File: config.mk
export PLATFORM = sky130hd
export DESIGN_NAME = pcee_ctrl
export DESIGN_NICKNAME = d
export VERILOG_FILES = /design/src/design/assert_macros.svh /design/src/design/pcee_pkg.sv /design/src/design/pcee_ctrl.sv
export SDC_FILE = /design/constraint.sdc
export NUM_CORES = 1
export LEC_CHECK = 0
export BUFFER_PORTS_ARGS = -buffer_cell sky130_fd_sc_hd__buf_2
export CAP_MARGIN = 25
export CORE_UTILIZATION = 35
export CTS_CLUSTER_DIAMETER = 40
export CTS_CLUSTER_SIZE = 16
export DETAILED_ROUTE_END_ITERATION = 8
export HOLD_SLACK_MARGIN = 0.08
export PLACE_DENSITY_LB_ADDON = 0.3
export SETUP_SLACK_MARGIN = 0.02
export SLEW_MARGIN = 25
export SYNTH_ARGS = -nofsm -noshare
export SYNTH_HDL_FRONTEND = slang
export SYNTH_SLANG_ARGS = --single-unit
File: constraint.sdc
create_clock -name i_clk -period 4.08 [get_ports i_clk]
set_clock_uncertainty 0.2 [all_clocks]
set_input_delay 0.204 -clock i_clk [delete_from_list [all_inputs] [get_ports i_clk]]
set_output_delay 0.204 -clock i_clk [all_outputs]
set_load 0.1 [all_outputs]
File: src/design/assert_macros.svh
// assertion macros used by the top-level design file
`ifndef ASSERT_MACROS_SVH
`define ASSERT_MACROS_SVH
`ifndef SYNTH
`define ASSERT_SYNC(lbl, clk, rst_n, prop, msg) \
    lbl: assert property (@(posedge clk) disable iff (!rst_n) prop) else $error(msg);
`define ASSERT_ALWAYS(lbl, clk, prop, msg) \
    lbl: assert property (@(posedge clk) prop) else $error(msg);
`else
`define ASSERT_SYNC(lbl, clk, rst_n, prop, msg)
`define ASSERT_ALWAYS(lbl, clk, prop, msg)
`endif
`endif

File: src/design/pcee_pkg.sv
// types, codes and helper functions of the channel estimator and equalizer
package pcee_pkg;

    localparam int DW       = 16;
    localparam int IDXW     = 9;
    localparam int QW       = 16;
    localparam int Q_FRAC   = 11;
    localparam int MUL_STEPS = 6;
    localparam logic [DW-1:0] ONE_Q = 16'sd2048;

    localparam logic [2:0] RES_ZERO = 3'd0;
    localparam logic [2:0] RES_EST  = 3'd1;
    localparam logic [2:0] RES_RX   = 3'd2;
    localparam logic [2:0] RES_Q    = 3'd3;
    localparam logic [2:0] RES_AVG  = 3'd4;

    typedef struct packed {
        logic       load;
        logic       est_load;
        logic       clr_we;
        logic       mul_en;
        logic [2:0] mul_sel;
        logic       acc_en;
        logic [2:0] acc_sel;
        logic       prep;
        logic       div_step;
        logic       res_load;
        logic [2:0] res_sel;
        logic       est_we;
    } t_cmd;

    typedef struct packed {
        logic act;
        logic idx_ok;
        logic div_zero;
        logic clr_last;
    } t_sts;

    function automatic logic [DW-1:0] sat_q(input logic [QW-1:0] q, input logic neg,
                                            input logic ovf);
        logic [DW-1:0] r;
        if (ovf) begin
            r = neg ? 16'h8000 : 16'h7FFF;
        end else if (neg) begin
            r = (q > 16'd32768) ? 16'h8000 : DW'(-q);
        end else begin
            r = (q > 16'd32767) ? 16'h7FFF : q;
        end
        return r;
    endfunction

    function automatic logic [DW-1:0] avg_floor(input logic [DW-1:0] a,
                                                input logic [DW-1:0] b);
        logic [DW:0] s;
        s = {a[DW-1], a} + {b[DW-1], b};
        return s[DW:1];
    endfunction

endpackage

File: src/design/pcee_ctrl.sv
// controller state machine sequencing the estimator datapath
module pcee_ctrl
    import pcee_pkg::*;
(
    input  logic i_clk,
    input  logic i_rst_n,
    input  logic i_in_valid,
    output logic o_in_ready,
    output logic o_out_valid,
    input  logic i_out_ready,
    input  t_sts i_sts,
    output t_cmd o_cmd
);
    localparam logic [2:0] ST_CLR  = 3'd0;
    localparam logic [2:0] ST_IDLE = 3'd1;
    localparam logic [2:0] ST_RD   = 3'd2;
    localparam logic [2:0] ST_DEC  = 3'd3;
    localparam logic [2:0] ST_MUL  = 3'd4;
    localparam logic [2:0] ST_PREP = 3'd5;
    localparam logic [2:0] ST_DIV  = 3'd6;
    localparam logic [2:0] ST_WB   = 3'd7;

    logic [2:0] r_state, n_state;
    logic [3:0] r_cnt, n_cnt;
    logic [2:0] r_sel, n_sel;
    logic       r_out_valid, n_out_valid;
    logic       in_ready;
    t_cmd       cmd;

    always_comb begin
        n_state  = r_state;
        n_cnt    = r_cnt;
        n_sel    = r_sel;
        cmd      = '0;
        in_ready = 1'b0;
        unique case (r_state)
            ST_CLR: begin
                cmd.clr_we = 1'b1;
                if (i_sts.clr_last) begin
                    n_state = ST_IDLE;
                end
            end
            ST_IDLE: begin
                in_ready = 1'b1;
                if (i_in_valid) begin
                    cmd.load = 1'b1;
                    n_state  = ST_RD;
                end
            end
            ST_RD: begin
                cmd.est_load = 1'b1;
                n_state      = ST_DEC;
            end
            ST_DEC: begin
                if (!i_sts.idx_ok) begin
                    n_sel   = i_sts.act ? RES_RX : RES_ZERO;
                    n_state = ST_WB;
                end else if (i_sts.div_zero) begin
                    n_sel   = i_sts.act ? RES_RX : RES_EST;
                    n_state = ST_WB;
                end else begin
                    n_cnt   = '0;
                    n_state = ST_MUL;
                end
            end
            ST_MUL: begin
                cmd.mul_en  = (r_cnt != 4'(MUL_STEPS));
                cmd.mul_sel = r_cnt[2:0];
                cmd.acc_en  = (r_cnt != 4'd0);
                cmd.acc_sel = r_cnt[2:0] - 3'd1;
                n_cnt       = r_cnt + 4'd1;
                if (r_cnt == 4'(MUL_STEPS)) begin
                    n_state = ST_PREP;
                end
            end
            ST_PREP: begin
                cmd.prep = 1'b1;
                n_cnt    = '0;
                n_state  = ST_DIV;
            end
            ST_DIV: begin
                cmd.div_step = 1'b1;
                n_cnt        = r_cnt + 4'd1;
                if (r_cnt == 4'(QW - 1)) begin
                    n_sel   = i_sts.act ? RES_Q : RES_AVG;
                    n_state = ST_WB;
                end
            end
            ST_WB: begin
                if (!r_out_valid || i_out_ready) begin
                    cmd.res_load = 1'b1;
                    cmd.est_we   = (r_sel == RES_AVG);
                    n_state      = ST_IDLE;
                end
            end
            default: n_state = ST_IDLE;
        endcase
        cmd.res_sel = r_sel;
        if (cmd.res_load) begin
            n_out_valid = 1'b1;
        end else if (i_out_ready) begin
            n_out_valid = 1'b0;
        end else begin
            n_out_valid = r_out_valid;
        end
    end

    always_ff @(posedge i_clk) begin
        if (!i_rst_n) begin
            r_state     <= ST_CLR;
            r_cnt       <= '0;
            r_sel       <= RES_ZERO;
            r_out_valid <= 1'b0;
        end else begin
            r_state     <= n_state;
            r_cnt       <= n_cnt;
            r_sel       <= n_sel;
            r_out_valid <= n_out_valid;
        end
    end

    assign o_in_ready  = in_ready;
    assign o_out_valid = r_out_valid;
    assign o_cmd       = cmd;
endmodule

* Yosys cells after proc, flatten, opt, wreduce, memory -nomap -nowiden
Cells that the tools add are included.
** Storage, ports and cells
- Input port bits :: 8
- Word-level logic and storage cells :: 68
- Flip-flop bits (word level) :: 11
- Output and inout port bits :: 20
** Cells by class
- Add/subtract/negate cells :: 2
- Equal/unequal tests :: 19
- Reductions and logical operators :: 11
- Muxes and demuxes :: 32
** Operators with widths (number)
- 3-bit two-way mux :: 9
- 3-bit case mux with 8 select lines :: 1
- 3-bit equality test, second input constant :: 5
- 2-bit inequality test, second input constant :: 7
- 1-bit two-way mux :: 13
- 4-bit case mux with 3 select lines :: 1
- 2-bit two-way mux :: 4
- 4-bit two-way mux :: 2
- 8-bit two-way mux :: 1
- 3-bit by 2-bit equality test with 1-bit output, second input constant :: 2
- 3-bit case mux with 2 select lines :: 1
- 3-bit AND reduction :: 2
- 5-bit AND reduction :: 1
- 4-bit by 1-bit adder with 4-bit output, second input constant :: 1
- 4-bit by 3-bit equality test with 1-bit output, second input constant :: 1
- 4-bit equality test, second input constant :: 1
- 4-bit by 3-bit inequality test with 1-bit output, second input constant :: 1
- 2-bit nonzero test :: 2
- 4-bit nonzero test :: 1
- 3-bit by 1-bit equality test with 1-bit output, second input constant :: 1
- 3-bit logical NOT :: 1
- 3-bit inequality test, second input constant :: 1
- 3-bit nonzero test :: 1
- 3-bit by 1-bit subtractor with 3-bit output, second input constant :: 1
- 3 further kinds :: 3

* Logic depth before layout (Yosys ltp)
- Depth after elaboration :: 5
- Mapped depth :: 6
- Mapped depth without buffers :: 6

* Worst setup path before layout
Ideal clock, no wire load.
- Path kind :: reg2out
- Start :: register r_state[0]
- End :: output o_cmd[17] (netlist name)
- Data required time :: 3676 ps
- Cell stages (with the launch flop) :: 4
- Arrival time :: 3846 ps
- Path buffers :: 1
- Setup slack :: -170 ps
- Cells stage by stage :: dfxtp_1 -> buf_2 -> nor3b_1 -> and2_1
** RTL lines
- start: declaration :: RTL line pcee_ctrl.sv:23 : logic [2:0] r_state, n_state;
- start signal: assignment :: RTL line pcee_ctrl.sv:115 : r_state <= n_state;
- end: declaration :: RTL line pcee_ctrl.sv:12 : output t_cmd o_cmd

==> metrics.md <==
| Metric | Value |
|---|---|
| Initial antenna violation count | `0` |
| Worst-skew pair later-pin latency | `0.27 ns` |
| Largest net degree at the start of global routing | `18` |
| Fin. max-slew vios | `0` |
| Wire length per cell | `11.1 um` |
| Fmax | `390 MHz` |
| Levels on crit path | `3` |
| Cell Rows | `16` |
| Kind of critical path | `reg2out` |
| Syn Nets | `108` |
| Fin nets | `137` |
| DP HPWL | `1.27 mm` |
| I/O pin cnt | `28` |
| Hold Crit Class | `in2reg` |
| CTS hold repair buffers | `4` |
| Pwr Total | `0.000705 W` |
| Final setup viols | `0` |
| Via count | `749` |
| CP Capture Type | `output port` |
| Delay of the slowest critical-path stage | `0.66 ns` |
| CP Max Fanout | `16` |
| Post-synthesis sequential area ratio | `28.0%` |
| Fill count | `217` |
| Crit start category | `flop` |
| Most frequent cells in the layout | `buf_2, nor2_1, dfxtp_1` |
| Reg2Reg Depth | `6` |
| Cells after Synth | `96` |
| WP data required | `3.68 ns` |
| Remaining Overflow, GRT | `0` |
| GRT Overall Usage | `16.0%` |
| Core Util, Final | `48.3%` |
| VDD IR max | `0.666 mV` |
| Starting DRT DRC Count | `15` |
| Post-Route Setup TNS | `0 ns` |
| Min Tclk post-route | `2.57 ns` |
| Clock-pin slew on the worst setup and hold paths | `0.08 ns` |
| Vias in the first global route | `694` |
| Pre-antenna DRT Iters | `4` |
| # port buffers | `27` |
| Chip Height | `49.4 um` |
| Syn avg cell area | `8.18 um^2` |
| Post-CTS Setup Inserts | `0` |
| Critical path buffers and inverters | `1` |
| Clock Sinks | `11` |
| DR DRC count | `0` |
| Post-Route WL | `1.67 mm` |
| Fin crit share | `62.9%` |
| Vias/cell | `4.96` |
| Crit path to | `o_cmd[14]` |
| Register-to-register setup slack | `1.71 ns` |
| Area of the core | `2040 um^2` |
| First-pass GRT wire length | `3.05 mm` |
| Clk buf depth | `2` |
| Area Overhead vs Synth | `25.6%` |
| Die ar. | `2440 um^2` |
| CP Cell Sequence | `or3b_1 > a31oi_4 > buf_2` |
| DRT antenna net count | `0` |
| Synthesis Warnings | `0` |
| Share of layout cells above drive strength 1 | `29.0%` |
| Clock tree root driver cell | `clkbuf_4` |
| Commonest non-fill, non-tap cell in the layout | `buf_2` |
| Least-Margin Pin Slew | `0.527 ns` |
| Slew margin rel. | `64.8%` |
| R2r startpoint | `r_state[0]$_SDFFE_PN0P_` |
| Worst r2r dst | `r_sel[1]$_SDFFE_PN0P_` |
| Arr. time, crit path | `2.16 ns` |
| H-tree levels | `1` |
| Synth cell types | `37` |
| Mapped Area | `786 um^2` |
| CTS resizes | `0` |
| Final hold violations | `0` |
| Leakage | `0.448 nW` |
| Routability cong. | `0.765` |
| Power per cell area | `714 nW/um^2` |
| Status | `finished clean` |
| CP max stage cell | `dfxtp_1` |
| CTS buffer count | `3` |
| Seq cells post-synth | `11` |
| Die width | `49.4 um` |
| # diodes | `0` |
| Final Hold Slack | `0.104 ns` |
| CTS tree | `built` |
| Family with the most delay on the worst path | `flip-flops` |
| RSZ-0062 raised after global routing | `false` |
| Starting Density | `38.5%` |
| Critical path launch point | `r_state[2]$_SDFFE_PN0P_` |
| Number of max-cap violations | `0` |
## metal layers
| layer | up-vias | wire (um) | track usage [%] |
|---|---|---|---|
| met4 | 0 | 0 | 5.71 |
| met2 | 21 | 783 | 25.8 |
| met3 | 0 | 75 | 3.43 |
| met5 | - | 0 | 0 |
| met1 | 344 | 814 | 20.9 |
| li1 | 384 | - | - |
## how the worst min path moves through the flow
stage,end,slack [ns],depth (start not counted),from
2_1_floorplan,r_state[2]$_SDFFE_PN0P_,0.13,2,i_rst_n
3_3_place_gp,r_sel[2]$_SDFFE_PN0P_,0.25,2,r_sel[2]$_SDFFE_PN0P_
3_5_place_dp,r_sel[2]$_SDFFE_PN0P_,0.26,2,r_sel[2]$_SDFFE_PN0P_
4_1_cts,r_sel[0]$_SDFFE_PN0P_,0.10,4,i_sts[2]
5_1_grt,r_sel[0]$_SDFFE_PN0P_,0.12,4,i_sts[2]
6_report,r_sel[0]$_SDFFE_PN0P_,0.10,4,i_sts[2]
## flip-flops by register name (all words and copies together) (netlist names)
name and count:
r_sel 3, o_out_valid 1, r_state 3, r_cnt 4
## stage by stage
stage,instance area [um^2],std cells,setup WS (ns)
2_1_floorplan,791,96,0.797
3_3_place_gp,920,143,1.85
3_5_place_dp,920,143,1.81
4_1_cts,987,151,1.52
5_1_grt,987,151,1.40
6_report,987,151,1.51
## final cells by class
class / instances / area (um^2) / share of cell area, %
sequential: 11 / 220 / 22.3
inverter: 5 / 18.8 / 1.90
multi-input combinational: 73 / 512 / 51.8
clock inverter: 1 / 5.00 / 0.507
timing repair buffer: 31 / 175 / 17.7
tap: 27 / 33.8 / 3.42
clock buffer: 3 / 22.5 / 2.28
## worst reg2reg max path, cell delays in order (launching register included)
cell	delay, ns
dfxtp_1	0.63
nand2b_1	0.23
nor2_1	0.07
o21ai_1	0.32
mux2i_1	0.22
nor2b_1	0.05
dlygate4sd3_1	0.54
## power breakdown
group	switching [W]	total [W]	internal, W	leakage, nW
clock	0.0000399	0.0000762	0.0000363	0.0177
combinational	0.000353	0.000454	0.000101	0.341
sequential	0.0000507	0.000175	0.000124	0.0894
## Yosys cell counts
cell       number  area [um^2]
a21boi_1        2         15.0
buf_1           1         3.75
xnor2_1         1         8.76
nor2_1         11         41.3
o21ai_0         2         10.0
and2_1          2         12.5
a31oi_4         1         21.3
inv_2           1         3.75
o2111ai_1       1         8.76
nand3b_1        2         15.0
ha_1            4         50.1
inv_1           4         15.0
mux2i_1         1         10.0
nand3_1         3         15.0
a31oi_1         2         12.5
nand2_1         5         18.8
clkbuf_1        2         7.51
a2111oi_2       1         15.0
nand2b_1        4         25.0
buf_2           2         10.0
nor3b_1         3         22.5
or3_1           1         6.26
a21boi_0        1         7.51
dfxtp_1        11          220
and3_1          2         12.5
a21o_1          2         15.0
nor3_1          2         10.0
o21ai_1         2         10.0
buf_4           1         7.51
xor2_1          2         17.5
o311a_1         1         10.0
a2111oi_4       1         27.5
buf_6           1         11.3
or3b_1          1         8.76
nor2b_1         8         50.1
a22oi_1         2         15.0
a21oi_1         3         15.0
## kinds of logic after synthesis
| group | count (synthesis) | synth area share, % |
|---|---|---|
| muxes | 1 | 1.27 |
| DFF | 11 | 28.0 |
| adders and majority gates | 4 | 6.37 |
| and+or+nand+nor | 44 | 30.3 |
| AOI/OAI and AO/OA | 21 | 23.2 |
| xor gates and xnor gates | 3 | 3.34 |
| buffers and inverters | 12 | 7.48 |
Note: power is estimated with default switching activity, not from simulation.
